$ cat config.mk
export PLATFORM = sky130hd
export DESIGN_NAME = dds_cmp
export DESIGN_NICKNAME = d
export VERILOG_FILES = /design/src/dds_pkg.sv /design/src/dds_cmp.sv
export SDC_FILE = /design/constraint.sdc
export NUM_CORES = 1
export LEC_CHECK = 0
export ABC_CLOCK_PERIOD_IN_PS = 6300
export BUFFER_PORTS_ARGS = -buffer_cell sky130_fd_sc_hd__buf_2
export CAP_MARGIN = 30
export CORE_AREA = 2 2 144 216
export DETAILED_ROUTE_END_ITERATION = 8
export DIE_AREA = 0 0 146 218
export PLACE_DENSITY_LB_ADDON = 0.15
export REMOVE_ABC_BUFFERS = 1
export SLEW_MARGIN = 20
export SYNTH_ARGS = -nofsm -noshare
export SYNTH_HDL_FRONTEND = slang
export SYNTH_SLANG_ARGS = --single-unit
$ cat constraint.sdc
create_clock -name clk_i -period 6.3 [get_ports clk_i]
set_clock_uncertainty 0.05 [all_clocks]
set_input_delay 0.63 -clock clk_i [delete_from_list [all_inputs] [get_ports clk_i]]
set_output_delay 0.63 -clock clk_i [all_outputs]
set_load 0.005 [all_outputs]
$ cat src/dds_pkg.sv
// Shared types and constants for the discrete distribution sampler.
// No dependencies; every other file in src except dds_ram refers to this package by scoped name.
`timescale 1ns / 1ps

package dds_pkg;

  localparam int unsigned MAX_BINS    = 256;
  localparam int unsigned RANDOM_BITS = 16;

  localparam int unsigned ADDR_W   = $clog2(MAX_BINS);
  localparam int unsigned CNT_W    = $clog2(MAX_BINS + 1);
  localparam int unsigned CUM_W    = 24;
  localparam int unsigned PROD_W   = RANDOM_BITS + CUM_W;
  localparam int unsigned WEIGHT_W = 16;
  localparam int unsigned RAND_W   = 16;
  localparam int unsigned LEN_W    = 9;
  localparam int unsigned BIDX_W   = 8;
  localparam int unsigned PC_W     = 8;
  localparam int unsigned CMP_W    = (LEN_W > CNT_W) ? LEN_W : CNT_W;

  localparam logic [CUM_W-1:0] CUM_MAX = '1;

  typedef enum logic [1:0] {
    OP_LOAD   = 2'd0,
    OP_SAMPLE = 2'd1,
    OP_LOCAL  = 2'd2,
    OP_NONE   = 2'd3
  } op_e;

  typedef enum logic [2:0] {
    ST_OK    = 3'd0,
    ST_EMPTY = 3'd1,
    ST_NEG   = 3'd2,
    ST_WIN   = 3'd3,
    ST_FULL  = 3'd4
  } status_e;

  typedef enum logic [1:0] {
    S_IDLE,
    S_SAMPLE,
    S_LOCAL,
    S_FLUSH
  } state_e;

  typedef struct packed {
    op_e                         op;
    logic signed [WEIGHT_W-1:0]  weight;
    logic                        first;
    logic [RAND_W-1:0]           random_value;
    logic [LEN_W-1:0]            window_length;
  } in_beat_t;

  typedef struct packed {
    status_e           status;
    logic [BIDX_W-1:0] bin_index;
    logic [CUM_W-1:0]  window_sum;
  } out_beat_t;

  typedef struct packed {
    logic en;
    logic [ADDR_W-1:0] addr;
    logic [CUM_W-1:0]  data;
  } ram_wr_t;

  typedef struct packed {
    logic load_lhs;
    logic lo_zero;
  } cmp_ctl_t;

  typedef struct packed {
    logic             hit;
    logic             better;
    logic [CUM_W-1:0] win_sum;
  } eval_t;

endpackage

$ cat src/dds_cmp.sv
// Compare datapath: scaled draw register, sample threshold test, window sum and best-window test.
// Depends on dds_pkg.
`timescale 1ns / 1ps

module dds_cmp (
  input  logic                         clk_i,
  input  dds_pkg::cmp_ctl_t            ctl_i,
  input  logic [dds_pkg::RAND_W-1:0]   random_i,
  input  logic [dds_pkg::CUM_W-1:0]    total_i,
  input  logic [dds_pkg::CUM_W-1:0]    rd_hi_i,
  input  logic [dds_pkg::CUM_W-1:0]    rd_lo_i,
  input  logic [dds_pkg::CUM_W-1:0]    best_sum_i,
  output dds_pkg::eval_t               eval_o
);

  localparam int unsigned RB = dds_pkg::RANDOM_BITS;
  localparam int unsigned PW = dds_pkg::PROD_W;
  localparam int unsigned CW = dds_pkg::CUM_W;

  logic [RB-1:0] draw;
  logic [PW-1:0] lhs_d, lhs_q;
  logic [PW-1:0] rhs;
  logic [CW-1:0] lo_val;

  // Draw bits above the configured width are dropped.
  assign draw  = RB'(random_i);
  assign lhs_d = PW'(draw) * PW'(total_i);

  always_ff @(posedge clk_i) begin
    if (ctl_i.load_lhs) begin
      lhs_q <= lhs_d;
    end
  end

  // cum * (2^RB - 1) as a shift and a subtract.
  assign rhs    = (PW'(rd_hi_i) << RB) - PW'(rd_hi_i);
  assign lo_val = ctl_i.lo_zero ? '0 : rd_lo_i;

  always_comb begin
    eval_o.hit     = (lhs_q <= rhs);
    eval_o.win_sum = rd_hi_i - lo_val;
    eval_o.better  = (eval_o.win_sum >= best_sum_i);
  end

endmodule

# After elaboration in Yosys (flattened, before gate mapping)
# Index checks and enable logic that the tools add are counted.
[totals]
out_inout_bits = 26
input_bits = 115
register_bits = 40
[classes]
n_mul = 1
muxes = 1
add_sub_neg = 2
magnitude_cmp = 2
[ops]
columns = ["operator", "count"]
rows = [
  ["$le A40 B40 Y1", 1],
  ["$mul A16 B24 Y40", 1],
  ["$sub A40 B24 Y40", 1],
  ["$ge A24 B24 Y1", 1],
  ["$mux W24", 1],
  ["$sub A24 B24 Y24", 1],
]

# Logic depth before layout (Yosys ltp)
# Gate-level depths: netlist of the first run.
[depth]
ltp_word = 3
depth_mapped = 25

# Least setup slack after synthesis of the first run
# Ideal clock, no wire load.
[synth_path]
path_type = "input port to flip-flop"
start = "input random_i[1] in the netlist's numbering"
end = "register lhs_q[39], data pin"
n_path_buf = 1
setup_ps = 272
required_time_ps = 5978
path_slack_ps = -37
cell_stages = 23
arrival_time_ps = 6015
cell_sequence = "clkbuf_1 > nand2_1 > fa_1 > inv_1 > fa_1 > inv_1 > fa_1 > inv_1 > fa_1 > inv_1 > fa_1 > fa_1 > inv_1 > ha_1 > a21o_1 > a21oi_1 > o221ai_1 > a221o_1 > a31oi_2 > o211ai_1 > o21ai_1 > mux2i_1 > a211oi_1"
[synth_between]
elab_chain_cells = 1
[synth_lines]
columns = ["element", "line", "rtl"]
rows = [
  ["start, declared", "dds_cmp.sv:8", "input logic [dds_pkg::RAND_W-1:0] random_i,"],
  ["$mul A16 B24 Y40", "dds_cmp.sv:27", "assign lhs_d = PW'(draw) * PW'(total_i);"],
  ["net lhs_d[39]", "dds_cmp.sv:21", "logic [PW-1:0] lhs_d, lhs_q;"],
  ["end signal, assigned", "dds_cmp.sv:31", "lhs_q <= lhs_d;"],
  ["end, declared", "dds_cmp.sv:21", ""],
]
# The timed path passes the listed nets, and every way through them passes these cells.
# A chain may end at the register's enable or synchronous reset.

# Final worst setup path of the first run
[layout_path]
start = "input total_i[15] in the netlist's numbering"
end = "register lhs_q[39], data pin"
[layout_between]
elab_chain_cells = 1
[layout_lines]
columns = ["element", "line", "rtl"]
rows = [
  ["start, declared", "dds_cmp.sv:9", "input logic [dds_pkg::CUM_W-1:0] total_i,"],
  ["$mul A16 B24 Y40", "dds_cmp.sv:27", ""],
  ["net lhs_d[39]", "dds_cmp.sv:21", ""],
]
# The timed path passes the listed nets, and every way through them passes these cells.

==> flow_summary.json, run 1 <==
{
  "largest_registers": "lhs_q x40",
  "grt_overflow": 0,
  "outcome": "complete, no violations",
  "dp_hpwl_um": 37100,
  "first_global_vias": 14865,
  "clockRootBuffer": "clkbuf_16",
  "ant_nets": 0,
  "path_cells": "buf_2 > buf_6 > buf_4 > buf_4 > and2_1 > fa_1 > inv_1 > fa_1 > inv_1 > fa_1 > fa_1 > fa_1 > inv_1 > fa_1 > inv_1 > ha_4 > nand2_1 > or4_1 > o211ai_1 > o21ai_1 > mux2i_1 > a211oi_2",
  "vias": 13935,
  "synthAdderAreaFrac_pct": 51.2,
  "drt_iter0_markers": 456,
  "ctsHoldBuffers": 0,
  "start_kind": "primary input",
  "cts_max_path_buffers": 2,
  "firstDrtPassIters": 4,
  "numCtsBuffers": 5,
  "worstHoldPathCells": 3,
  "max_freq_ghz": 0.163,
  "worst_slack_ns": 0.179,
  "largest_register_ffs": 40,
  "synth_xor_area_share_pct": 4.71,
  "arrival_ns": 6.09,
  "area_delta_synth_final_pct": 16.0,
  "htreeDepth": 2,
  "drc": 0,
  "finalHoldViolations": 0,
  "final_nets": 2819,
  "regMostFlops": "lhs_q",
  "cts_sinks": 40,
  "ios": 141,
  "avgSynthCellArea_um2": 8.77,
  "end_kind": "register",
  "synth_flop_cell": "edfxtp_1",
  "grt_pass1_wl_um": 69500,
  "post_drt_via_cell_ratio": 5.38,
  "wl_per_cell_um": 16.2,
  "synth-seq-area-share_pct": 7.03,
  "finalMaxSlewViolations": 0,
  "hold_path.class": "primary input to register",
  "grt_max_degree": 41,
  "io_buffers": 140,
  "synth_top_family_by_area": "adder cells",
  "dp_cells": 2577,
  "max_stage_delay_ns": 0.53,
  "synth_compound_area_share_pct": 8.67,
  "dieWidth_um": 146,
  "syn_area_um2": 17100,
  "slowest_stage": "fa_1",
  "gr-usage-all-layers_pct": 26.8,
  "ys_warn_count": 0,
  "required_ns": 6.26,
  "rsz0062_at_grt": "yes",
  "synth.distinct_cells": 66,
  "final_layout_size_suffix_gt1_share_pct": 16.5,
  "yosys_register_bits": 40,
  "async_reset_ff_share_pct": 0,
  "fin_crit_sh_pct": 97.2,
  "pre_cts_ws_ns": -0.532,
  "antenna_found_initial": 0,
  "route.final.wire_length_um": 41900,
  "setup_violations": 0,
  "worst_pin_slew_ns": 0.886,
  "period_minus_slack_ns": 6.12,
  "cp_max_fo": 6,
  "die-area_um2": 31800,
  "drv_cap": 0,
  "diodes": 0,
  "synthMuxAreaShare_pct": 0.0586,
  "gp_congestion": 0.938,
  "nFillCells": 2624,
  "synthCells": 1949,
  "start_util_pct": 56.9,
  "utilization_pct": 65.9,
  "path_class": "primary input to register",
  "rows": 78,
  "cp_common_cell": "fa_1",
  "layout.cells.non_filler": 2590,
  "cts_tree": "built",
  "core_um2": 30100,
  "die_y_um": 218,
  "synth_edf_count": 40,
  "synth-simple-area-share_pct": 18.2,
  "relSlewSlack_pct": 40.9,
  "clk_pin_slew_ns": 0.06
}
==> metrics by stage <==
stage / instance area, um2 / setup TNS [ns] / hold WS (ns)
after floorplan: 16800 / 0 / 0.692
after global placement: 19200 / -2.93 / 1.16
after detailed placement: 19200 / -5.54 / 1.17
after CTS: 19500 / 0 / 0.831
after global routing: 19800 / -0.0478 / 0.804
final: 19800 / 0 / 0.789
==> synthesized netlist by cell type (2+ instances only) <==
library cell / n / area share (%)
o21bai_1: 8 / 0.35
a31oi_1: 11 / 0.40
inv_1: 390 / 8.6
nor3_1: 14 / 0.41
nor2_1: 44 / 0.97
nor4b_1: 2 / 0.10
nand3_1: 23 / 0.67
a21oi_2: 2 / 0.10
nand2b_1: 28 / 1.0
nor4_1: 10 / 0.37
a21o_1: 54 / 2.4
o2111ai_1: 2 / 0.10
ha_1: 208 / 15
or3_4: 2 / 0.13
o221ai_1: 3 / 0.15
o211ai_1: 4 / 0.18
a211oi_1: 10 / 0.44
or2_1: 2 / 0.073
o21ai_0: 26 / 0.76
clkbuf_1: 67 / 1.5
fa_1: 307 / 36
and3_1: 7 / 0.26
a2111oi_4: 2 / 0.32
xnor2_1: 56 / 2.9
buf_4: 2 / 0.088
o21a_1: 6 / 0.26
nand4_1: 17 / 0.62
a21oi_1: 64 / 1.9
or4_1: 3 / 0.13
nand2_1: 277 / 6.1
o2bb2ai_1: 2 / 0.10
or3_1: 9 / 0.33
and2_1: 159 / 5.8
buf_2: 2 / 0.059
edfxtp_1: 40 / 7.0
nor2b_1: 14 / 0.51
or2_2: 2 / 0.073
o21ai_1: 4 / 0.12
o31ai_1: 3 / 0.13
xor2_1: 36 / 1.8
a2111oi_0: 2 / 0.10
==> final timing paths <==
path	startpoint	endpoint
min	random_i[1]	lhs_q[1]$_DFFE_PP_
max	total_i[15]	lhs_q[39]$_DFFE_PP_
==> kinds of logic (layout without fill, tap and decap cells) <==
kind of cell    Yosys count  count (layout)
flops                    40              40
fa+ha+maj               515             515
buf+inv                 461             702
mux                       1               1
simple gates            622             622
compound gates          218             218
xor+xnor                 92              92
==> cell type report <==
cell class / instances / area [um2] / area share [%]
timing repair buffer: 304 / 2130 / 10.7
sequential: 40 / 1200 / 6.06
tap: 400 / 500 / 2.53
clock inverter: 3 / 42.5 / 0.215
multi-input combinational: 1448 / 14400 / 72.4
inverter: 390 / 1460 / 7.39
clock buffer: 5 / 125 / 0.631
==> worst max-delay path: cells and delay by family <==
| kind | cells | cell delay [ns] |
|---|---|---|
| muxes | 1 | 0.19 |
| and+or+nand+nor | 3 | 0.76 |
| buffers and inverters | 8 | 0.79 |
| AOI/OAI and AO/OA | 3 | 0.50 |
| adders and majority gates | 7 | 3.22 |
==> metal layers <==
metal	global-route usage (%)	wire [um]	up-vias
li1	-	-	6558
met1	30.6	15900	6878
met2	51.5	22700	372
met3	2.28	1410	127
met4	10.6	1930	0
met5	0	0	-
==> placed cells by master, fill, tap and decap left out, drive strengths merged, types with 12 or more instances in the layout <==
cell,n
ha,208
nand3,23
a21oi,66
xor2,36
nand2b,29
nor2b,15
o21ai,31
fa,307
edfxtp,40
nand4,17
nand2,277
nor2,44
inv,390
clkbuf,12
and2,159
a21o,54
nor4,12
a31oi,12
buf,297
nor3,14
xnor2,56
==> repair_timing <==
item	CTS	global route
gates resized for setup	6	92
pin swaps	1	35
setup endpoints to repair	11	12
buffers inserted	0	6
Power of run 1 is left out: the tool's default activity adds up to more than one toggle a clock period on the data nets, which glitch-free logic cannot reach.
==> inputs of run 2 (changes only) <==
- CORE_AREA: 2 2 144 216 -> 10 10 192 284
- DIE_AREA: 0 0 146 218 -> 0 0 202 294
==> run 2 against run 1 <==
Non-clock buffer count rose by 14; core utilization down 25 points; die area is 87% higher; maximum frequency is 0.30% lower; flip-flop and latch count did not move; cell count increased by 11%; first-iteration DRC count shrank 9.9%; design area rose by 2.9%; global-route usage is 10 points lower; wire length is 17% higher; critical path depth shrank 2; via count fell by 0.74%; critical path type unchanged; highest routed layer unchanged.
==> flow_summary.json, run 2 (synthesis results as in run 1) <==
{
  "htreeDepth": 2,
  "dieWidth_um": 202,
  "rows": 100,
  "cp_max_fo": 15,
  "finalMaxSlewViolations": 0,
  "firstDrtPassIters": 5,
  "clk_pin_slew_ns": 0.06,
  "relSlewSlack_pct": 40.2,
  "diodes": 0,
  "grt_overflow": 0,
  "grt_max_degree": 41,
  "start_kind": "primary input",
  "grtUsageMet3_pct": 1.42,
  "max_freq_ghz": 0.163,
  "dp_cells": 2858,
  "gp_congestion": 0.844,
  "die-area_um2": 59400,
  "largest_register_ffs": 40,
  "antenna_found_initial": 1,
  "fin_crit_sh_pct": 97.5,
  "mostFrequentLayoutCell": "inv_1",
  "start_util_pct": 34.6,
  "setup_violations": 0,
  "ctsHoldBuffers": 0,
  "pre_cts_ws_ns": -0.438,
  "use_met1_pct": 18.2,
  "core_um2": 49400,
  "path_class": "primary input to register",
  "route.final.wire_length_um": 49000,
  "required_ns": 6.29,
  "final_nets": 2833,
  "end_kind": "register",
  "first_global_vias": 15515,
  "cts_sinks": 40,
  "nFillCells": 5069,
  "vias": 13832,
  "gr-usage-all-layers_pct": 16.6,
  "clockRootBuffer": "clkbuf_16",
  "top_usage_layer": "met2",
  "arrival_ns": 6.12,
  "post_drt_via_cell_ratio": 4.82,
  "tns_ns": 0,
  "ant_nets": 0,
  "ios": 141,
  "period_minus_slack_ns": 6.14,
  "cts_max_path_buffers": 2,
  "outcome": "complete, no violations",
  "worst_slack_ns": 0.161,
  "drt_iter0_markers": 411,
  "use_met2_pct": 32.8,
  "finalHoldViolations": 0,
  "numCtsBuffers": 5,
  "drv_cap": 0,
  "dp_hpwl_um": 44400,
  "grt_pass1_wl_um": 79900,
  "layout.cells.non_filler": 2867,
  "regMostFlops": "lhs_q",
  "io_buffers": 140,
  "largest_registers": "lhs_q x40",
  "worst_pin_slew_ns": 0.897,
  "die_y_um": 294,
  "wl_per_cell_um": 17.1,
  "area_delta_synth_final_pct": 19.3,
  "layout_common_cells": "inv_1 (377), fa_1 (298), nand2_1 (276), ha_1 (196), buf_4 (166)",
  "cts_tree": "built",
  "hold_path.class": "primary input to register",
  "drc": 0,
  "rsz0062_at_grt": "yes",
  "final_layout_size_suffix_gt1_share_pct": 18.5
}
run 2: timing repair:
item                       in CTS  in global routing
pin swaps                       5                 65
buffers inserted                0                  2
setup endpoints to repair       8                 12
gates resized for setup        14                149
run 2: routing by layer:
layer  vias to the layer above  wire, um  share of wire [%]
li1                       6589         -                  -
met1                      6920     19000                 39
met2                       268     27300                 56
met3                        55      1430                2.9
met4                         0      1220                2.5
met5                         -         0                  0
run 2: stage by stage:
step	utilization [%]	cell area [um2]	hold WS [ns]
floorplan	-	16800	0.692
global placement	39.9	19700	1.25
detailed placement	39.9	19700	1.24
CTS	40.3	19900	0.938
global route	41.2	20400	0.969
finish	41.2	20400	0.942
run 2: final cells by class:
cell class                 instances  area (um2)  area share, %
clock buffer                       5         125          0.614
clock inverter                     3        18.8         0.0921
multi-input combinational       1448       14500           70.9
timing repair buffer             318        2290           11.2
tap                              663         830           4.07
sequential                        40        1200           5.89
inverter                         390        1460           7.18
run 2: path summary, 6_finish.rpt:
check,from,end,slack (ns),depth (start not counted)
hold / removal,random_i[1],lhs_q[1]$_DFFE_PP_,0.94,4
setup / recovery,random_i[15],lhs_q[34]$_DFFE_PP_,0.16,20
run 2: worst max-delay path, stage by stage:
cell,delay (ns)
buf_4,0.18
and2_4,0.18
fa_1,0.53
fa_1,0.58
fa_1,0.46
fa_1,0.53
fa_1,0.53
inv_2,0.04
fa_1,0.49
inv_2,0.05
ha_4,0.28
and3_4,0.18
o211ai_1,0.13
or3_1,0.37
o22a_1,0.25
a21oi_4,0.23
a21o_1,0.17
a21boi_1,0.07
o21bai_1,0.18
xor2_1,0.09
Power of run 2 is left out for the same reason.
