## config.mk

```make
export PLATFORM = sky130hd
export DESIGN_NAME = dds_ram
export DESIGN_NICKNAME = d
export VERILOG_FILES = /design/src/dds_ram.sv
export SDC_FILE = /design/constraint.sdc
export NUM_CORES = 1
export LEC_CHECK = 0
export BUFFER_PORTS_ARGS = -buffer_cell sky130_fd_sc_hd__buf_2
export CAP_MARGIN = 0
export CORE_MARGIN = 2
export CORE_UTILIZATION = 29
export CTS_CLUSTER_DIAMETER = 50
export DETAILED_ROUTE_END_ITERATION = 6
export GPL_ROUTABILITY_DRIVEN = 1
export PLACE_DENSITY = 0.42
export SLEW_MARGIN = 0
export SYNTH_ARGS = -nofsm -noshare
export SYNTH_HDL_FRONTEND = slang
export SYNTH_SLANG_ARGS = --single-unit
```

## constraint.sdc

```tcl
create_clock -name clk_i -period 1.8 [get_ports clk_i]
set_input_delay 0.27 -clock clk_i [delete_from_list [all_inputs] [get_ports clk_i]]
set_output_delay 0.27 -clock clk_i [all_outputs]
set_load 0.05 [all_outputs]
```

## src/dds_ram.sv

```systemverilog
// Generic single-write, single-read synchronous RAM with a registered read.
// Standalone; no package dependency.
`timescale 1ns / 1ps

module dds_ram #(
  parameter int unsigned WIDTH = 8,
  parameter int unsigned DEPTH = 16
) (
  input  logic                     clk_i,
  input  logic                     we_i,
  input  logic [$clog2(DEPTH)-1:0] waddr_i,
  input  logic [WIDTH-1:0]         wdata_i,
  input  logic [$clog2(DEPTH)-1:0] raddr_i,
  output logic [WIDTH-1:0]         rdata_o
);

  logic [WIDTH-1:0] mem_q [DEPTH];
  logic [WIDTH-1:0] rdata_q;

  always_ff @(posedge clk_i) begin
    if (we_i) begin
      mem_q[waddr_i] <= wdata_i;
    end
    rdata_q <= mem_q[raddr_i];
  end

  assign rdata_o = rdata_q;

endmodule

```

## Word-level counts from Yosys, hierarchy flattened

Memory sizes are Yosys's and may differ from the RTL's. A register that Yosys moved wholly into a read port is not among the register bits.
Index checks and enable logic that the tools add are counted.

| cells by class | value |
|---|---|
| multiplexer cells | 2 |

Operators by type and width:

| operator | count |
|---|---|
| 1-bit two-way mux | 2 |

| word-level totals | value |
|---|---|
| flip-flop bits (word level) | 0 |
| output and inout port bits | 8 |
| memories | 1 |
| RAM bits | 128 |
| input port bits | 18 |
| word-level logic and storage cells | 3 |

Memories:

| name | words | bits a word | read ports | clocked after Yosys merged registers in | wr ports | line | text |
|---|---|---|---|---|---|---|---|
| mem_q | 16 | 8 | 1 | 1 | 1 | 17 | `logic [WIDTH-1:0] mem_q [DEPTH];` |

## Depth between registers and ports, before layout

Gate-level depths: netlist of the first run.

| depth | value |
|---|---|
| depth in word-level cells | 2 |
| mapped depth | 5 |
| mapped depth without buffers | 3 |

## Least setup slack after synthesis of the first run

No wires, ideal clock.

| timing path | value |
|---|---|
| path kind | input -> register |
| start point | in waddr_i[2] |
| end point | mem mem_q[0][0], enable pin |
| arrival | 1380 ps |
| slack | 37 ps |
| cell stages on the path | 2 |
| buffers on the path | 0 |
| required time | 1417 ps |
| setup time | 383 ps |
| cell sequence | or3b_2 > nor3_1 |

RTL lines:

| what | line | text |
|---|---|---|
| start, declared | 11 | `input logic [$clog2(DEPTH)-1:0] waddr_i,` |
| end, declared | 17 |  |

No word-level cell before the write port.

==> metrics.txt, run 1 <==
Chip Width 137.2 µm; Vias 2447; worst path bufs/invs 0; Reg2Reg Depth 3; initial antenna violation count 0; Die H 137.2 µm; worst-path fanout max 1; area occupied by multi-input gates 1057 µm²; launching point of the worst reg2reg path mem_q[1][1]$_DFFE_PP_; outcome complete, no violations; I/O pin count 26; Logic pwr share 5.5%; Port-buffer cells 25; Synth area leader edfxtp_1; crit start category register; sequential fraction of the synthesis area between 70% and 80%; Syn Std Cell Area 5147 µm²; CTS buffer count 17; Slowest cell on crit path mux4_1; drt pass-1 iters 4; post_cts resized 0; setup TNS 0 ps; synth top area cells edfxtp_1 75%, mux4_2 7.9%, mux4_1 7.1%; DIE AREA roughly 19000 µm²; class of the tightest hold or removal check in -> reg; Post-DP HPWL 7.371 mm; clock sink count ~140; fin. max-slew vios 0; total inserted antenna cells 0; syn_nets 247; register share of total power 47.0%; R2R setup slack roughly 330 ps; P&R area growth vs syn 22.44%; hold path start wdata_i[1]; wirelength, routed 11.17 mm; measured slew at the worst slew-check pin between 800 and 900 ps; Final period util 81.45%; Peak VDD IR 615.6 µV; pwr/cell area 1203 nW/µm²; clock share of power 47.5%; synth warn 0; crit-path cells mux4_1, a22oi_1, nand2_1; WP data required 2090 ps; WL per Instance 21.23 µm; DRT iter0 DRCs about 200; Total GRT Usage 13.21%; post-DR vias/cell 4.652; Cell Int Power 6.033 mW; final setup violation count 0; WP data arrival between 1500 and 2000 ps; largest net degree at the start of global routing 20; global route overflow 0; first-pass GRT wire length ~17 mm; utilization after layout 36.44%; count of cell types in the netlist 19; # fillers 1613; hold_buf cts 0; TritonCTS clock tree built; RSZ-0062 raised after global routing no; CP top delay family multiplexers; final cell count without fillers 526; Residual DRC 0; Root Driver clkbuf_16; worst r2r dst rdata_o[1]$_DFF_P_; Rel. slew slack 41.51%; Worst Setup End Kind register; Reg clk slew, reported paths 60 ps; Max Freq approximately 0.7 GHz; postcts setup bufs 0; Post-Place Cells between 400 and 500; most frequent cells in the layout 128 x edfxtp_1, 25 x buf_2, 23 x buf_4, 18 x mux4_2, 17 x clkbuf_16; switching power 1.549 mW; Net count, final 306; Net Sw Frac 20.43%; Final Critical Period 1466 ps; critical path's largest stage delay 510 ps; initial core utilization 29.76%; number of H-tree levels 4; Syn Area/Cell 22.48 µm²; endpoints failing hold 0; Clk Latency, worst-skew pair ~410 ps; Synth Register Bits 136; crit path kind reg -> reg; Post-Syn Instances 229; maximum root-to-sink buffer count 2; share of the synthesized area in the top cell type 74.67%; vias in the first global route 2540; Max-Cap Viols 0; Hold Path End mem_q[5][1]$_DFFE_PP_; commonest non-fill, non-tap cell in the layout edfxtp_1; core area 17300 µm²; worst-case clock skew 7.034 ps; worst hold stages 1; proportion of layout cells with a drive suffix above 1 between 30% and 40%; Leakage 2.131 nW; Site Rows 48; Detail Route Antenna Nets 0; routability cong. 0.6788; Reg area 4004 µm²
==> layer usage <==
layer / wire (µm) / global-route usage, % / share of wire [%]
met1: 5271 / 18.50 / 47
met5: 0 / 0 / 0
met3: 493 / 3.311 / 4.4
met4: 154 / 6.186 / 1.4
met2: 5245 / 19.35 / 47
==> synthesized netlist by cell type, drive strengths merged <==
cell and n:
edfxtp 128, nor3 4, nand2 9, nor2b 1, mux4 32, clkdlybuf4s25 3, or3b 1, and2b 1
dfxtp 8, nand3 1, a22oi 16, and2 1, nor2 13, buf 7, nand3b 2, nand2b 2
==> kinds of logic after synthesis <==
family | Yosys count | synth area share (%)
AO/OA/AOI/OAI | 16 | 2.334
AND/OR/NAND/NOR | 35 | 3.184
flip-flops | 136 | 77.78
buffers and inverters | 10 | 1.677
multiplexers | 32 | 15.02
==> stage by stage <==
step | instance area [µm²] | setup slack (ps) | total power [mW] | hold slack (ps)
floorplan | 5147 | 37.13 | 3.876 | 368.9
global placement | 5680 | 27.59 | 4.052 | 660.5
detailed placement | 5680 | 21.54 | 4.054 | 670.7
CTS | 6302 | 347.2 | 7.697 | 229.1
global route | 6302 | 275.1 | 7.855 | 253.5
finish | 6302 | 333.8 | 7.581 | 252.1
==> power groups by stage <==
stage                     logic (mW)  clock network, mW  registers, mW
final                          0.417               3.60           3.56
after global routing           0.451               3.84           3.57
after CTS                      0.425               3.71           3.56
after detailed placement       0.424                  0           3.63
after global placement         0.423                  0           3.63
after floorplan                0.180                  0           3.70
==> how the worst max path moves through the flow <==
| stage | startpoint | cells past startpoint | slack (ps) | endpoint |
|---|---|---|---|---|
| 2_1_floorplan | waddr_i[2] | 2 | 40 | mem_q[0][0]$_DFFE_PP_ |
| 3_3_place_gp | raddr_i[0] | 5 | 30 | rdata_o[1]$_DFF_P_ |
| 3_5_place_dp | raddr_i[0] | 5 | 20 | rdata_o[3]$_DFF_P_ |
| 4_1_cts | mem_q[0][3]$_DFFE_PP_ | 3 | 350 | rdata_o[3]$_DFF_P_ |
| 5_1_grt | mem_q[1][1]$_DFFE_PP_ | 3 | 280 | rdata_o[1]$_DFF_P_ |
| 6_report | mem_q[1][1]$_DFFE_PP_ | 3 | 330 | rdata_o[1]$_DFF_P_ |
==> cell type report <==
| cell class | count | share of cell area [%] |
|---|---|---|
| repair buffers | 50 | 5.360 |
| well taps | 225 | 4.467 |
| flip-flops and latches | 136 | 63.53 |
| clock buffers | 19 | 7.028 |
| multi-input cells | 83 | 16.78 |
| clock inverters | 13 | 2.839 |
==> state kept, by name, indices dropped and copies added, names as in the netlist <==
| signal | flops |
|---|---|
| rdata_o | 8 |
| mem_q | 128 |
Power figures use the tool's default switching activity.
==> run 2, diff against run 1 <==
--- a/config.mk
+++ b/config.mk
@@ -5,6 +5,7 @@
 export SDC_FILE = /design/constraint.sdc
 export NUM_CORES = 1
 export LEC_CHECK = 0
+export ABC_AREA = 1
 export BUFFER_PORTS_ARGS = -buffer_cell sky130_fd_sc_hd__buf_2
 export CAP_MARGIN = 0
 export CORE_MARGIN = 2
@@ -12,7 +13,7 @@
 export CTS_CLUSTER_DIAMETER = 50
 export DETAILED_ROUTE_END_ITERATION = 6
 export GPL_ROUTABILITY_DRIVEN = 1
-export PLACE_DENSITY = 0.42
+export PLACE_DENSITY = 0.41
 export SLEW_MARGIN = 0
 export SYNTH_ARGS = -nofsm -noshare
 export SYNTH_HDL_FRONTEND = slang
==> constraint.sdc (replaced) <==
create_clock -name clk_i -period 1.4 [get_ports clk_i]
set_input_delay 0.21 -clock clk_i [delete_from_list [all_inputs] [get_ports clk_i]]
set_output_delay 0.21 -clock clk_i [all_outputs]
set_load 0.05 [all_outputs]
==> metrics.txt, run 2 <==
Root Driver clkbuf_16; Net count, final 618; Synth top cells by count 173 x nand2_1, 128 x edfxtp_1, 100 x inv_1, 97 x nand3_1, 17 x nor2_1; uppermost layer routed met4; worst-path fanout max 1; sequential fraction of the synthesis area a little over two thirds; I/O pin count 26; DIE AREA between 20000 and 25000 µm²; vias in the first global route 3698; wirelength, routed 14.45 mm; proportion of layout cells with a drive suffix above 1 13.38%; outcome complete, no violations; clock share of power a little under half; Area after DPL around 6300 µm²; worst-case clock skew 6.991 ps; Final Critical Period 1281 ps; register share of total power 47.5%; Syn Area/Cell 10.47 µm²; post_cts resized 0; synth top area cells edfxtp_1 67%, nand2_1 11%, nand3_1 8.4%; Post-Syn Instances about 550; Synth area leader edfxtp_1; Peak VDD IR 802.0 µV; largest net degree at the start of global routing 42; postcts setup bufs 0; count of cell types in the netlist 12; main flop type after synthesis edfxtp_1; Post-DP HPWL 9.164 mm; syn_nets 569; Final period util approximately nine tenths; TritonCTS clock tree built; Biggest register mem_q; Reg clk slew, reported paths around 60 ps; final cell count without fillers 878; pwr/cell area 1394 nW/µm²; CTS buffer count 17; Detail Route Antenna Nets 0; hold_ws 207.4 ps; Slowest cell on crit path dfxtp_1; Syn Std Cell Area 5767 µm²; Total GRT Usage 14.33%; routed wl met2 6.621 mm; P&R area growth vs syn 20.00%; Port-buffer cells 25; initial core utilization 29.63%; hold_buf cts 0; fin. max-slew vios 0; switching power 2.129 mW; initial antenna violation count 0; CP top delay family flip-flops; synth warn 0; measured slew at the worst slew-check pin a little over 400 ps; cell area after layout between 6000 and 7000 µm²; WL per Instance 16.46 µm; Max-Cap Viols 0; drt pass-1 iters 4; metal3 WL 585 µm; worst path bufs/invs 1; clock sink count 136; M1 WL 7.107 mm; Leakage 2.971 nW; count leader, synth nand2_1; Worst Setup End Kind output port; setup TNS 0 ps; WP data required 1190 ps; endpoints failing hold 0; critical path's largest stage delay ~370 ps; commonest non-fill, non-tap cell in the layout nand2_1; Max Freq 0.7804 GHz; crit path kind reg -> out; # fillers 1976; Logic pwr share 7.2%; crit-path cells buf_2; RSZ-0062 raised after global routing no; FFs w/ async S/R, synth 0%; Site Rows 51; routability cong. 0.7476; Chip Width 145.0 µm; WP data arrival around 1100 ps; global route overflow 0; Net Sw Frac between 20% and 30%; max reg flops roughly 130; Clk Latency, worst-skew pair 410 ps; total inserted antenna cells 0; share of the synthesized area in the top cell type 66.65%; Residual DRC 0; Synth Register Bits 136; number of H-tree levels 4; core area 19460 µm²; first-pass GRT wire length 22.25 mm; crit start category register; Post-Place Cells 846; most frequent cells in the layout 173 x nand2_1, 128 x edfxtp_1, 100 x inv_1, 97 x nand3_1, 25 x buf_2; Die H 145.0 µm; number of synthesized flops with an enable pin 128; Rel. slew slack between 70% and 80%; class of the tightest hold or removal check in -> reg; Vias 3742; maximum root-to-sink buffer count 2; post-DR vias/cell 4.262; Cell Int Power 7.518 mW; final setup violation count 0; DRT iter0 DRCs 296
## run 2: cell types whose count changed in the layout (fill, tap and decap cells not counted), sizes merged, moves of 4 or more
cell / previous run / this run
nor2: 13 / 17
inv: 0 / 102
mux4: 32 / 0
buf: 50 / 54
nand3: 1 / 97
nor3: 4 / 0
a22oi: 16 / 0
nand2: 9 / 173
## run 2: metrics by stage
stage          power (mW)  util (%)  worst slack [ps]
2_1_floorplan       5.073         -             239.2
3_3_place_gp        5.375     32.63             107.6
3_5_place_dp        5.378     32.63             99.52
4_1_cts             9.733     35.56             107.5
5_1_grt             9.974     35.56             103.9
6_report            9.647     35.56             118.7
## run 2: logic make-up (layout without fill, tap and decap cells)
family	count (synthesis)	count (layout)	share of synthesized area, %
buf+inv	126	188	9.525
flops	136	136	69.43
simple gates	289	289	21.05
## run 2: power by group through the flow
stage	logic, mW	clock network, mW	registers, mW
2_1_floorplan	0.321	0	4.75
3_3_place_gp	0.707	0	4.67
3_5_place_dp	0.710	0	4.67
4_1_cts	0.713	4.44	4.58
5_1_grt	0.770	4.61	4.59
6_report	0.695	4.37	4.58
## run 2: worst register-to-register path, stage by stage, from the launching register on
cell	delay, ps
edfxtp_1	360
inv_1	60
nand2_1	40
nand3_1	80
nand3_1	150
nand3_1	150
nand2_1	70
## run 2: worst paths after layout
kind / start / to / slack [ps] / cells past startpoint
worst max-delay path: rdata_o[7]$_DFF_P_ / rdata_o[7] / 120 / 1
worst min register to register: mem_q[12][1]$_DFFE_PP_ / rdata_o[1]$_DFF_P_ / 660 / 6
worst min-delay path: wdata_i[4] / mem_q[1][4]$_DFFE_PP_ / 210 / 1
worst max register to register: mem_q[1][5]$_DFFE_PP_ / rdata_o[5]$_DFF_P_ / 370 / 6
## run 2: area by class of cell
| class | count | area [µm²] | share of cell area (%) |
|---|---|---|---|
| Timing Repair Buffer | 54 | 417.9 | 6.039 |
| Tap cell | 265 | 331.6 | 4.791 |
| Inverter | 102 | 382.9 | 5.532 |
| Multi-Input combinational cell | 289 | 1214 | 17.54 |
| Sequential cell | 136 | 4004 | 57.86 |
| Clock inverter | 11 | 130.1 | 1.880 |
| Clock buffer | 21 | 440.4 | 6.364 |
## run 2: metal layers
metal	global-route usage [%]	vias to the layer above
met4	4.158	0
met3	3.616	11
met2	22.57	59
li1	-	1866
met5	0	-
met1	19.60	1806
==> run 3, diff against run 2 <==
--- a/config.mk
+++ b/config.mk
@@ -8,7 +8,6 @@
 export ABC_AREA = 1
 export BUFFER_PORTS_ARGS = -buffer_cell sky130_fd_sc_hd__buf_2
 export CAP_MARGIN = 0
-export CORE_MARGIN = 2
 export CORE_UTILIZATION = 29
 export CTS_CLUSTER_DIAMETER = 50
 export DETAILED_ROUTE_END_ITERATION = 6
==> metrics.txt, run 3 (synthesis gave the netlist of run 2 again) <==
Final period util 93.66%; met1 usage 21.06%; commonest non-fill, non-tap cell in the layout nand2_1; total inserted antenna cells 0; Final Critical Period between 1000 and 1500 ps; Leakage roughly 3 nW; number of H-tree levels 4; outcome complete, no violations; postcts setup bufs 0; post_cts resized 0; Max Freq 0.7626 GHz; final cell count without fillers approximately 880; Peak VDD IR 822.7 µV; Die H 143.0 µm; Rel. slew slack between 70% and 80%; most frequent cells in the layout 173 x nand2_1, 128 x edfxtp_1, 100 x inv_1, 97 x nand3_1, 26 x buf_4; hold_buf cts 0; Reg area 4004 µm²; pwr/cell area 1460 nW/µm²; Slowest cell on crit path dfxtp_1; Total GRT Usage 15.46%; I/O pin count 26; setup TNS 0 ps; DIE AREA approximately 20000 µm²; Worst Setup End Kind output port; class of the tightest hold or removal check in -> reg; crit-path cells buf_2; DRT iter0 DRCs between 300 and 400; area occupied by multi-input gates 1214 µm²; first-pass GRT wire length 22.23 mm; max reg flops 128; Reg clk slew, reported paths 50 ps; Biggest register mem_q; worst-case clock skew 6.935 ps; global route overflow 0; wirelength, routed between 10 and 15 mm; WP data required roughly 1200 ps; clock sink count between 100 and 150; Post-Place Cells 847; TritonCTS clock tree built; Site Rows 51; Port-buffer cells 25; hold_ws 225.7 ps; crit path kind reg -> out; vias in the first global route approximately 3700; maximum root-to-sink buffer count 2; WL per Instance 16.43 µm; final worst slack slightly below 90 ps; Residual DRC 0; drt pass-1 iters 5; worst path bufs/invs 1; initial antenna violation count 0; largest net degree at the start of global routing 38; post-DR vias/cell 4.344; WP data arrival 1100 ps; RSZ-0062 raised after global routing no; met3 usage 2.750%; worst-path fanout max 1; Worst path depth 1; pre-CTS worst setup slack -66.77 ps; core area 19460 µm²; most used routing layer met2; initial core utilization 29.63%; CTS buffer count 17; worst hold stages 1; final setup violation count 0; Post-DP HPWL ~9.1 mm; # fillers 1967; crit start category register; Root Driver clkbuf_16; proportion of layout cells with a drive suffix above 1 13.84%; Vias 3818; routability cong. 0.7537; critical path's largest stage delay 380 ps; met2 GRT Util 24.18%; Max-Cap Viols 0; CP top delay family flip-flops; Chip Width 143.0 µm; P&R area growth vs syn 21.18%; endpoints failing hold 0; Detail Route Antenna Nets 0; R2R setup slack 340 ps; fin. max-slew vios 0; Reg2Reg Depth 6; measured slew at the worst slew-check pin 414.0 ps; Net count, final 619; Clk Latency, worst-skew pair 420 ps
==> run 3: worst paths after layout <==
kind                      endpoint              startpoint
min reg2reg     rdata_o[1]$_DFF_P_  mem_q[12][1]$_DFFE_PP_
min          mem_q[1][1]$_DFFE_PP_              wdata_i[1]
max reg2reg     rdata_o[3]$_DFF_P_   mem_q[6][3]$_DFFE_PP_
max                     rdata_o[6]      rdata_o[6]$_DFF_P_
==> run 3: routing by layer <==
metal  vias to the layer above  share of wire [%]
met1                      1858                 48
met5                         -                  0
met3                        13                3.5
li1                       1870                  -
met4                         0                1.3
met2                        77                 47
==> run 3: stage by stage <==
step	utilization (%)	instance area (µm²)	total power, mW
6_report	35.90	6988	10.20
4_1_cts	35.90	6988	10.31
5_1_grt	35.90	6988	10.52
3_3_place_gp	32.54	6332	5.373
2_1_floorplan	-	5767	5.073
3_5_place_dp	32.54	6332	5.374
==> run 3: power breakdown <==
| group | internal (mW) | switching [mW] |
|---|---|---|
| combinational | 0.191 | 0.498 |
| sequential | 4.55 | 0.0295 |
| clock | 3.33 | 1.60 |
| total | 8.07 | 2.13 |
==> run 3: layout make-up <==
class	instances	area share (%)
clock buffers	23	6.983
inverters	102	5.479
well taps	265	4.745
clock inverters	9	2.399
flip-flops and latches	136	57.30
repair buffers	55	5.730
multi-input cells	289	17.37
