==> src/dds_pkg.sv <==
// Shared types and constants for the discrete distribution sampler.
// No dependencies; every other file in src except dds_ram refers to this package by scoped name.
`timescale 1ns / 1ps

package dds_pkg;

  localparam int unsigned MAX_BINS    = 256;
  localparam int unsigned RANDOM_BITS = 16;

  localparam int unsigned ADDR_W   = $clog2(MAX_BINS);
  localparam int unsigned CNT_W    = $clog2(MAX_BINS + 1);
  localparam int unsigned CUM_W    = 24;
  localparam int unsigned PROD_W   = RANDOM_BITS + CUM_W;
  localparam int unsigned WEIGHT_W = 16;
  localparam int unsigned RAND_W   = 16;
  localparam int unsigned LEN_W    = 9;
  localparam int unsigned BIDX_W   = 8;
  localparam int unsigned PC_W     = 8;
  localparam int unsigned CMP_W    = (LEN_W > CNT_W) ? LEN_W : CNT_W;

  localparam logic [CUM_W-1:0] CUM_MAX = '1;

  typedef enum logic [1:0] {
    OP_LOAD   = 2'd0,
    OP_SAMPLE = 2'd1,
    OP_LOCAL  = 2'd2,
    OP_NONE   = 2'd3
  } op_e;

  typedef enum logic [2:0] {
    ST_OK    = 3'd0,
    ST_EMPTY = 3'd1,
    ST_NEG   = 3'd2,
    ST_WIN   = 3'd3,
    ST_FULL  = 3'd4
  } status_e;

  typedef enum logic [1:0] {
    S_IDLE,
    S_SAMPLE,
    S_LOCAL,
    S_FLUSH
  } state_e;

  typedef struct packed {
    op_e                         op;
    logic signed [WEIGHT_W-1:0]  weight;
    logic                        first;
    logic [RAND_W-1:0]           random_value;
    logic [LEN_W-1:0]            window_length;
  } in_beat_t;

  typedef struct packed {
    status_e           status;
    logic [BIDX_W-1:0] bin_index;
    logic [CUM_W-1:0]  window_sum;
  } out_beat_t;

  typedef struct packed {
    logic en;
    logic [ADDR_W-1:0] addr;
    logic [CUM_W-1:0]  data;
  } ram_wr_t;

  typedef struct packed {
    logic load_lhs;
    logic lo_zero;
  } cmp_ctl_t;

  typedef struct packed {
    logic             hit;
    logic             better;
    logic [CUM_W-1:0] win_sum;
  } eval_t;

endpackage

==> src/dds_ctrl.sv <==
// Sequencer: handshakes, table bookkeeping, load arithmetic and the table scans.
// Depends on dds_pkg; drives the two table RAM copies and the compare datapath.
`timescale 1ns / 1ps

module dds_ctrl (
  input  logic                           clk_i,
  input  logic                           rst_ni,
  input  logic                           in_valid_i,
  output logic                           in_stall_o,
  input  dds_pkg::in_beat_t              in_data_i,
  output logic                           out_valid_o,
  input  logic                           out_stall_i,
  output dds_pkg::out_beat_t             out_data_o,
  input  logic                           cfg_valid_i,
  output logic                           cfg_ready_o,
  input  logic [dds_pkg::PC_W-1:0]       cfg_data_i,
  output dds_pkg::ram_wr_t               wr_o,
  output logic [dds_pkg::ADDR_W-1:0]     rd_hi_addr_o,
  output logic [dds_pkg::ADDR_W-1:0]     rd_lo_addr_o,
  output dds_pkg::cmp_ctl_t              cmp_ctl_o,
  output logic [dds_pkg::CUM_W-1:0]      total_o,
  output logic [dds_pkg::CUM_W-1:0]      best_sum_o,
  input  dds_pkg::eval_t                 eval_i
);

  localparam int unsigned AW = dds_pkg::ADDR_W;
  localparam int unsigned NW = dds_pkg::CNT_W;
  localparam int unsigned CW = dds_pkg::CUM_W;
  localparam int unsigned MW = dds_pkg::CMP_W;
  localparam int unsigned SW = dds_pkg::CUM_W + 1;
  localparam int unsigned BW = dds_pkg::BIDX_W;
  localparam int unsigned WW = dds_pkg::WEIGHT_W;

  dds_pkg::state_e             state_q, state_d;
  logic [NW-1:0]               count_q, count_d;
  logic                        invalid_q, invalid_d;
  logic [CW-1:0]               total_q, total_d;
  logic [dds_pkg::PC_W-1:0]    pc_q, pc_d;
  logic [AW-1:0]               idx_q, idx_d;
  logic [dds_pkg::LEN_W-1:0]   len_q, len_d;
  logic [AW-1:0]               res_idx_q, res_idx_d;
  logic [CW-1:0]               res_sum_q, res_sum_d;
  logic                        out_valid_q, out_valid_d;
  dds_pkg::out_beat_t          out_q, out_d;

  logic          out_free;
  logic          accept;
  logic [NW-1:0] count_eff;
  logic [NW-1:0] cnt_m1;
  logic [CW-1:0] prev;
  logic [SW-1:0] load_sum;
  logic [CW-1:0] load_val;
  logic          full;
  logic          win_bad;
  logic [MW-1:0] len_m1;
  logic [MW-1:0] win_end;

  always_ff @(posedge clk_i or negedge rst_ni) begin
    if (!rst_ni) begin
      state_q     <= dds_pkg::S_IDLE;
      count_q     <= '0;
      invalid_q   <= 1'b0;
      pc_q        <= '0;
      out_valid_q <= 1'b0;
    end else begin
      state_q     <= state_d;
      count_q     <= count_d;
      invalid_q   <= invalid_d;
      pc_q        <= pc_d;
      out_valid_q <= out_valid_d;
    end
  end

  always_ff @(posedge clk_i) begin
    total_q   <= total_d;
    idx_q     <= idx_d;
    len_q     <= len_d;
    res_idx_q <= res_idx_d;
    res_sum_q <= res_sum_d;
    out_q     <= out_d;
  end

  assign out_free   = !out_valid_q || !out_stall_i;
  assign in_stall_o = !((state_q == dds_pkg::S_IDLE) && out_free);
  assign accept     = in_valid_i && !in_stall_o;

  // Load arithmetic; a restart behaves as an empty table.
  assign count_eff = in_data_i.first ? '0 : count_q;
  assign prev      = (count_eff == '0) ? '0 : total_q;
  assign full      = (count_eff >= NW'(dds_pkg::MAX_BINS));
  assign load_sum  = SW'(prev) + SW'(in_data_i.weight[WW-2:0]) + SW'(pc_q);
  assign load_val  = load_sum[CW] ? dds_pkg::CUM_MAX : load_sum[CW-1:0];

  assign cnt_m1  = count_q - NW'(1);
  assign win_bad = (in_data_i.window_length == '0) ||
                   (MW'(in_data_i.window_length) > MW'(count_q));
  assign len_m1  = MW'(in_data_i.window_length) - MW'(1);
  assign win_end = MW'(idx_q) + MW'(len_q);

  assign cfg_ready_o = 1'b1;
  assign total_o     = total_q;
  assign best_sum_o  = res_sum_q;
  assign out_valid_o = out_valid_q;
  assign out_data_o  = out_q;

  always_comb begin
    state_d      = state_q;
    count_d      = count_q;
    invalid_d    = invalid_q;
    total_d      = total_q;
    pc_d         = (cfg_valid_i && cfg_ready_o) ? cfg_data_i : pc_q;
    idx_d        = idx_q;
    len_d        = len_q;
    res_idx_d    = res_idx_q;
    res_sum_d    = res_sum_q;
    out_valid_d  = out_valid_q && out_stall_i;
    out_d        = out_q;
    wr_o         = '0;
    rd_hi_addr_o = idx_q;
    rd_lo_addr_o = idx_q;
    cmp_ctl_o    = '0;

    unique case (state_q)
      dds_pkg::S_IDLE: begin
        if (accept) begin
          out_valid_d = 1'b1;
          out_d       = '{status: dds_pkg::ST_OK, bin_index: '0, window_sum: '0};
          unique case (in_data_i.op)
            dds_pkg::OP_LOAD: begin
              if (in_data_i.first) begin
                count_d   = '0;
                invalid_d = 1'b0;
              end
              if (full) begin
                out_d.status = dds_pkg::ST_FULL;
              end else if (in_data_i.weight[WW-1]) begin
                invalid_d    = 1'b1;
                out_d.status = dds_pkg::ST_NEG;
              end else begin
                wr_o.en         = 1'b1;
                wr_o.addr       = count_eff[AW-1:0];
                wr_o.data       = load_val;
                total_d         = load_val;
                count_d         = count_eff + NW'(1);
                out_d.bin_index = BW'(count_eff);
              end
            end
            dds_pkg::OP_SAMPLE: begin
              if (count_q == '0) begin
                out_d.status = dds_pkg::ST_EMPTY;
              end else if (invalid_q) begin
                out_d.status = dds_pkg::ST_NEG;
              end else begin
                out_valid_d        = out_valid_q && out_stall_i;
                out_d              = out_q;
                cmp_ctl_o.load_lhs = 1'b1;
                rd_hi_addr_o       = '0;
                idx_d              = '0;
                state_d            = dds_pkg::S_SAMPLE;
              end
            end
            dds_pkg::OP_LOCAL: begin
              if (count_q == '0) begin
                out_d.status = dds_pkg::ST_EMPTY;
              end else if (invalid_q) begin
                out_d.status = dds_pkg::ST_NEG;
              end else if (win_bad) begin
                out_d.status = dds_pkg::ST_WIN;
              end else begin
                out_valid_d  = out_valid_q && out_stall_i;
                out_d        = out_q;
                rd_hi_addr_o = len_m1[AW-1:0];
                rd_lo_addr_o = '0;
                idx_d        = '0;
                len_d        = in_data_i.window_length;
                res_idx_d    = '0;
                res_sum_d    = '0;
                state_d      = dds_pkg::S_LOCAL;
              end
            end
            dds_pkg::OP_NONE: begin
            end
            default: begin
            end
          endcase
        end
      end

      dds_pkg::S_SAMPLE: begin
        if (eval_i.hit || (idx_q == cnt_m1[AW-1:0])) begin
          res_idx_d = idx_q;
          res_sum_d = '0;
          state_d   = dds_pkg::S_FLUSH;
        end else begin
          idx_d        = idx_q + AW'(1);
          rd_hi_addr_o = idx_q + AW'(1);
        end
      end

      dds_pkg::S_LOCAL: begin
        cmp_ctl_o.lo_zero = (idx_q == '0);
        if (eval_i.better) begin
          res_sum_d = eval_i.win_sum;
          res_idx_d = idx_q;
        end
        if (win_end == MW'(count_q)) begin
          state_d = dds_pkg::S_FLUSH;
        end else begin
          idx_d        = idx_q + AW'(1);
          rd_hi_addr_o = win_end[AW-1:0];
          rd_lo_addr_o = idx_q;
        end
      end

      dds_pkg::S_FLUSH: begin
        if (out_free) begin
          out_valid_d = 1'b1;
          out_d       = '{status: dds_pkg::ST_OK, bin_index: BW'(res_idx_q),
                          window_sum: res_sum_q};
          state_d     = dds_pkg::S_IDLE;
        end
      end

      default: begin
        state_d = dds_pkg::S_IDLE;
      end
    endcase
  end

endmodule

==> config.mk <==
export PLATFORM = sky130hd
export DESIGN_NAME = dds_ctrl
export DESIGN_NICKNAME = d
export VERILOG_FILES = /design/src/dds_pkg.sv /design/src/dds_ctrl.sv
export SDC_FILE = /design/constraint.sdc
export NUM_CORES = 1
export LEC_CHECK = 0
export BUFFER_PORTS_ARGS = -buffer_cell sky130_fd_sc_hd__clkbuf_2
export CORE_MARGIN = 2
export CORE_UTILIZATION = 30
export DETAILED_ROUTE_END_ITERATION = 12
export GPL_ROUTABILITY_DRIVEN = 0
export HOLD_SLACK_MARGIN = 0.1
export PLACE_DENSITY_LB_ADDON = 0.08
export RECOVER_POWER = 25
export SLEW_MARGIN = 20
export SYNTH_ARGS = -nofsm -noshare
export SYNTH_HDL_FRONTEND = slang
export SYNTH_SLANG_ARGS = --single-unit
==> constraint.sdc <==
create_clock -name clk_i -period 7.66 [get_ports clk_i]
set_clock_uncertainty 0.1 [all_clocks]
set_input_delay 0.383 -clock clk_i [delete_from_list [all_inputs] [get_ports clk_i]]
set_output_delay 0.383 -clock clk_i [all_outputs]
set_load 0.05 [all_outputs]
-- After elaboration in Yosys (flattened, before gate mapping)
Cells that the tools add are included.
- output and inout bits: 137
- input bits: 83
- word-level logic and storage cells: 170
- bits in registers: 129
- reductions and logical operators: 24
- mux-type cells: 94
- order comparisons: 2
- $add $sub $neg: 7
- bitwise operators: 5
- eq/ne operators: 25
- operators with widths (kind ; count):
    $mux 24 ; 9
    $mux 8 ; 25
    $mux 33 ; 5
    $mux 32 ; 5
    $pmux 24 s3 ; 1
    $pmux 8 s3 ; 3
    $mux 35 ; 2
    $pmux 35 s2 ; 1
    $pmux 24 s2 ; 1
    $pmux 11 s3 ; 1
    $pmux 8 s2 ; 2
    $logic_not 9->1 ; 3
    $mux 9 ; 3
    $add 24x15->25 ; 1
    $add 25x8->25 ; 1
    $mux 2 ; 10
    $mux 3 ; 6
    $ne 2x2->1 const B ; 9
    $mux 1 ; 16
    $sub 8x1->8 const B ; 2
    $ne 3x3->1 const B ; 5
    $reduce_and 10->1 ; 1
    $reduce_and 5->1 ; 2
    $add 8x9->9 ; 1
    other kinds (27) ; 42

-- Longest topological paths before layout
- word-level depth: 11
- depth in mapped cells: 20
- depth with buffers taken out: 16

-- Worst setup path after synthesis
OpenSTA, ideal clock, no wires.
- path type: reg-to-reg
- start point: register count_q[6]
- end point: register res_sum_q[0], in the netlist best_sum_o[0] (enable)
- path slack: -0.788 ns
- buffers on the path: 2
- clock period less this slack: 8.448 ns
- library setup time: 0.595 ns
- data required time: 6.965 ns
- stages on the path, launching flop included: 13
- arrival time: 7.754 ns
- cells stage by stage: dfrtp_1 buf_2 inv_1 ha_1 a211oi_1 nor2_1 nor4b_1 o21ai_1 or2_1 clkbuf_1 nor2_2 nor2b_1 a2111oi_0
- cells in the longest elaborated chain, start to end: 5
- elaborated cells between the ends (all ways): 10
- classes of those cells: add/sub (1); order compare (1); eq/ne (4); reduce/logical (4)
- ends and longest elaborated chain (element ; line ; text):
    start: declaration ; dds_ctrl.sv:35 ; logic [NW-1:0] count_q, count_d;
    start signal: assignment ; dds_ctrl.sv:67 ; count_q <= count_d;
    $sub 8x1->8 ; dds_ctrl.sv:94 ; assign cnt_m1 = count_q - NW'(1);
    $eq 8x8->1 ; dds_ctrl.sv:190 ; if (eval_i.hit || (idx_q == cnt_m1[AW-1:0])) begin
    $logic_or 1x1->1 ; dds_ctrl.sv:190 ;
    $ne 2x2->1 (no line) ; -- ;
    $reduce_and 8->1 (no line) (*) ; -- ;
    end signal: assignment ; dds_ctrl.sv:79 ; res_sum_q <= res_sum_d;
    end: declaration ; dds_ctrl.sv:42 ; logic [CW-1:0] res_sum_q, res_sum_d;
Mark *: on every way between the ends. The rest lies on a longest branch, timed or not.
A chain may end at the register's enable or synchronous reset.

==> impl_metrics.prom <==
# TYPE chip_impl_metric gauge
chip_impl_metric{name="die_w",unit="um"} 176
chip_impl_metric{name="post-dp-hpwl",unit="um"} 20300
chip_impl_info{name="timing_worst_setup_path_type",value="reg -> out"} 1
chip_impl_metric{name="cts_resized",unit=""} 0
chip_impl_metric{name="core_area",unit="sq mm"} 0.0289
chip_impl_info{name="yosys.area.top_type",value="edfxtp_1"} 1
chip_impl_metric{name="portBuffers",unit=""} 202
chip_impl_metric{name="drtPass1Iterations",unit=""} 5
chip_impl_metric{name="setup-tns-final",unit="ns"} 0
chip_impl_info{name="cts_tree",value="built"} 1
chip_impl_metric{name="crit_path_max_fanout",unit=""} 12
chip_impl_metric{name="finalCritPeriodShare",unit="%"} 77.3
chip_impl_metric{name="track_usage",unit="%"} 17.9
chip_impl_metric{name="worstMarginPinSlew",unit="ns"} 1.37
chip_impl_metric{name="final.hold.worst_slack",unit="ns"} 0.134
chip_impl_info{name="synth.area.top_cells",value="edfxtp_1, ha_1, dfrtp_1"} 1
chip_impl_metric{name="post-route-cell-area",unit="sq mm"} 0.0109
chip_impl_metric{name="seq_area",unit="sq mm"} 0.00377
chip_impl_metric{name="initial_core_util",unit="%"} 30.7
chip_impl_metric{name="final-setup-viol-count",unit=""} 0
chip_impl_metric{name="vias_per_cell",unit=""} 4.98
chip_impl_metric{name="critical_path_required",unit="ns"} 7.18
chip_impl_info{name="dominantRegCellSynth",value="edfxtp_1"} 1
chip_impl_metric{name="report.final.slew_viol_count",unit=""} 0
chip_impl_metric{name="synth.ff_latch_count",unit=""} 129
chip_impl_metric{name="wl",unit="um"} 27700
chip_impl_metric{name="syn-cell-area",unit="sq mm"} 0.00885
chip_impl_info{name="worstSetupEndpointType",value="output pin"} 1
chip_impl_metric{name="critical-path-max-stage-delay",unit="ns"} 0.66
chip_impl_metric{name="timing.max_slew.rel_slack",unit="%"} 8.92
chip_impl_metric{name="post_detailed_placement_cell_area",unit="sq mm"} 0.0102
chip_impl_metric{name="finalCriticalPeriod",unit="ns"} 5.92
chip_impl_metric{name="num_vias",unit=""} 7438
chip_impl_metric{name="peak_clock_frequency_supported_by_timing",unit="MHz"} 169
chip_impl_info{name="clk_root_buffer_cell",value="clkbuf_16"} 1
chip_impl_metric{name="antenna_violations_before_repair",unit=""} 1
chip_impl_info{name="crit_path_cell_trace",value="nor3_4, and4_1, o21ai_2, nand2_1, fa_1, inv_1, ha_1, a21o_1, a21oi_1, o211ai_1, a21oi_1, o211ai_1, nor3b_1, buf_4, or2_2, and2_1, clkbuf_2"} 1
chip_impl_metric{name="fill_cells",unit=""} 2978
chip_impl_metric{name="ys_async_sr_fraction",unit="%"} 16.3
chip_impl_metric{name="row_count",unit=""} 62
chip_impl_metric{name="routed_wire_length_per_instance",unit="um"} 18.5
chip_impl_metric{name="place_worst_setup_slack",unit="ns"} 2.08
chip_impl_info{name="synth_top_cells_by_count",value="edfxtp_1, and2_1, nand2_1, ha_1, inv_1"} 1
chip_impl_metric{name="ant_nets",unit=""} 0
chip_impl_metric{name="cts_sinks",unit=""} 129
chip_impl_metric{name="path_buf_inv",unit=""} 3
chip_impl_info{name="crit_path_start_kind",value="flip-flop"} 1
chip_impl_metric{name="drc_errors",unit=""} 0
chip_impl_info{name="hold_path.class",value="in -> reg"} 1
chip_impl_metric{name="postLayoutCoreUtil",unit="%"} 37.9
chip_impl_metric{name="cts_setup_buffers",unit=""} 0
chip_impl_metric{name="grt_pass1_wl",unit="um"} 42500
chip_impl_info{name="rsz0062_at_grt",value="no"} 1
chip_impl_metric{name="maximum_number_of_pins_on_one_net_before_global_route_repair",unit=""} 43
chip_impl_metric{name="synth_area_per_cell",unit="sq um"} 9.78
chip_impl_metric{name="arrival_time_of_the_worst_setup_path",unit="ns"} 5.44
chip_impl_info{name="cpMaxStageDelayCell",value="dfrtp_1"} 1
chip_impl_metric{name="synth_warnings",unit=""} 0
chip_impl_metric{name="post-synth-top-area-fraction",unit="%"} 36.6
chip_impl_metric{name="power_switching",unit="mW"} 2.42
chip_impl_metric{name="layout.nets",unit=""} 1245
chip_impl_metric{name="synthDistinctLibCells",unit=""} 77
chip_impl_metric{name="cts_buffers",unit=""} 17
chip_impl_metric{name="report.final.hold_viol_count",unit=""} 0
chip_impl_metric{name="grt_use_met2",unit="%"} 29.2
chip_impl_metric{name="die_height",unit="um"} 176
chip_impl_metric{name="grt-ovfl-total",unit=""} 0
chip_impl_metric{name="power_frac_comb",unit="%"} 54.4
chip_impl_metric{name="power_frac_clock",unit="%"} 18.1
chip_impl_metric{name="count_of_max_cap_constraint_violations",unit=""} 0
chip_impl_metric{name="synth_nets",unit=""} 1053
chip_impl_info{name="outcome",value="completed"} 1
chip_impl_metric{name="vdd_ir_drop_max",unit="mV"} 0.245
chip_impl_metric{name="timing.final.ws_setup",unit="ns"} 1.74
chip_impl_metric{name="antenna_cells",unit=""} 0
chip_impl_metric{name="power_switching_share",unit="%"} 51.1
chip_impl_metric{name="area_delta_synth_final",unit="%"} 23.4
chip_impl_metric{name="power_report.internal_total",unit="mW"} 2.32
chip_impl_metric{name="grt_pass1_vias",unit=""} 7238
chip_impl_info{name="busiest_layer",value="met2"} 1
chip_impl_metric{name="ys_seq_area_share",unit="%"} 42.6
chip_impl_metric{name="clock_latency",unit="ns"} 0.43
chip_impl_metric{name="io_pins",unit=""} 220
chip_impl_metric{name="global_route.usage.met1",unit="%"} 24.4
chip_impl_metric{name="cts_hold_buffers",unit=""} 13
chip_impl_metric{name="netlist_instances",unit=""} 905
chip_impl_metric{name="clock_tree_buffer_depth",unit=""} 2
chip_impl_metric{name="multi_input_area",unit="sq mm"} 0.00469
chip_impl_metric{name="fp.dieArea",unit="sq mm"} 0.0309
chip_impl_metric{name="cts.htree.levels",unit=""} 4
chip_impl_metric{name="groute.layer.met3.usage",unit="%"} 3.12
chip_impl_metric{name="drive_above_1_share",unit="%"} 20.1
chip_impl_info{name="cpLargestDelayFamily",value="compound AO/OA/AOI/OAI gates"} 1
chip_impl_metric{name="synth_enable_flop_cells",unit=""} 108
chip_impl_metric{name="detail_route.iter0.violations",unit=""} 488
chip_impl_metric{name="cts.reportedPaths.clkPinSlew",unit="ns"} 0.08
chip_impl_metric{name="leakagePower",unit="nW"} 4.58
chip_impl_info{name="post-synth-top-count-cell",value="edfxtp_1"} 1
chip_impl_metric{name="power_density",unit="mW/mm^2"} 434
chip_impl_metric{name="sequentialPowerShare",unit="%"} 27.6
-- flip-flops by register name, indices dropped and copies added, names as in the netlist --
register and flops:
len_q 9, count_q 9, out_valid_o 1, state_q 2, out_data_o 35, total_o 24, res_idx_q 8, invalid_q 1
idx_q 8, best_sum_o 24, pc_q 8
-- worst reg2reg max path, cell delays in order (launching register included) --
cell and delay (ns):
dfrtp_1 0.66, nor3_4 0.12, and4_1 0.31, o21ai_2 0.50, nand2_1 0.15, fa_1 0.51
inv_1 0.07, ha_1 0.29, a21o_1 0.15, a21oi_1 0.27, o211ai_1 0.17, a21oi_1 0.35
o211ai_1 0.36, nor3b_1 0.26, buf_4 0.17, or2_2 0.30
-- cell type report --
type | instances | share of cell area (%)
Inverter | 52 | 1.79
Clock buffer | 17 | 3.89
Clock inverter | 15 | 1.73
Sequential cell | 129 | 34.5
Timing Repair Buffer | 228 | 10.8
Tap cell | 384 | 4.40
Multi-Input combinational cell | 669 | 42.9
-- per-stage QoR --
step	cells	power, mW
2_1_floorplan	905	3.27
3_3_place_gp	1449	3.94
3_5_place_dp	1449	3.94
4_1_cts	1494	4.82
5_1_grt	1494	5.04
6_report	1494	4.74
-- final timing paths --
check	start	slack [ns]	end	depth (start not counted)
min in group asynchronous	rst_ni	0.69	pc_q[7]$_DFFE_PN0P_	2
worst min register to register	res_idx_q[0]$_SDFFCE_PP0P_	0.45	out_data_o[24]$_DFFE_PP_	1
worst min-delay path	eval_i[11]	0.13	best_sum_o[11]$_SDFFCE_PN0P_	2
max in group asynchronous	rst_ni	5.95	count_q[7]$_DFFE_PN0P_	2
worst max-delay path	count_q[2]$_DFFE_PN0P_	1.74	wr_o[6]	17
worst max register to register	count_q[2]$_DFFE_PN0P_	2.67	total_o[6]$_DFFE_PP_	15
-- cells in the final DEF, fill, tap and decap left out, types with 7 or more instances in the layout --
cell	netlist	layout
xor2_1	19	19
xnor2_1	27	27
edfxtp_1	108	108
inv_1	52	52
a21o_1	10	10
nor3_1	18	18
ha_1	55	55
and2_0	0	14
a31oi_1	14	14
and3_1	19	19
buf_4	1	13
o21ai_0	42	41
nand4_1	8	8
nand2_1	75	75
nand2b_1	12	12
o211ai_1	9	9
nor2b_1	12	12
fa_1	10	10
and2_1	82	68
nor2_1	48	48
clkbuf_16	0	17
dlygate4sd3_1	0	13
nand3_1	27	27
a22o_1	8	8
a221o_1	7	7
a211oi_1	8	8
clkbuf_2	0	153
clkbuf_1	44	49
dfrtp_1	21	21
a21oi_1	39	39
-- power by group through the flow --
stage               Clock, mW  Combinational, mW  Sequential, mW
floorplan                   0               1.41            1.85
global placement            0               2.62            1.32
detailed placement          0               2.61            1.32
CTS                     0.885               2.63            1.31
global route            0.914               2.79            1.34
finish                  0.857               2.58            1.31
-- metal layers --
layer	part of all wire [%]	vias up
met1	47	3538
met5	0.047	-
met3	5.0	21
met2	47	216
met4	1.3	2
li1	-	3661
-- kinds of logic after synthesis --
logic type	Yosys count	share of synthesized area, %
buffers and inverters	107	4.79
flip-flops	129	42.6
AND/OR/NAND/NOR	351	21.5
XOR/XNOR	47	4.81
multiplexers	10	1.24
adder cells (fa/ha/maj)	65	10.0
other	1	0.0424
AO/OA/AOI/OAI	195	15.0
Power figures use the tool's default switching activity.
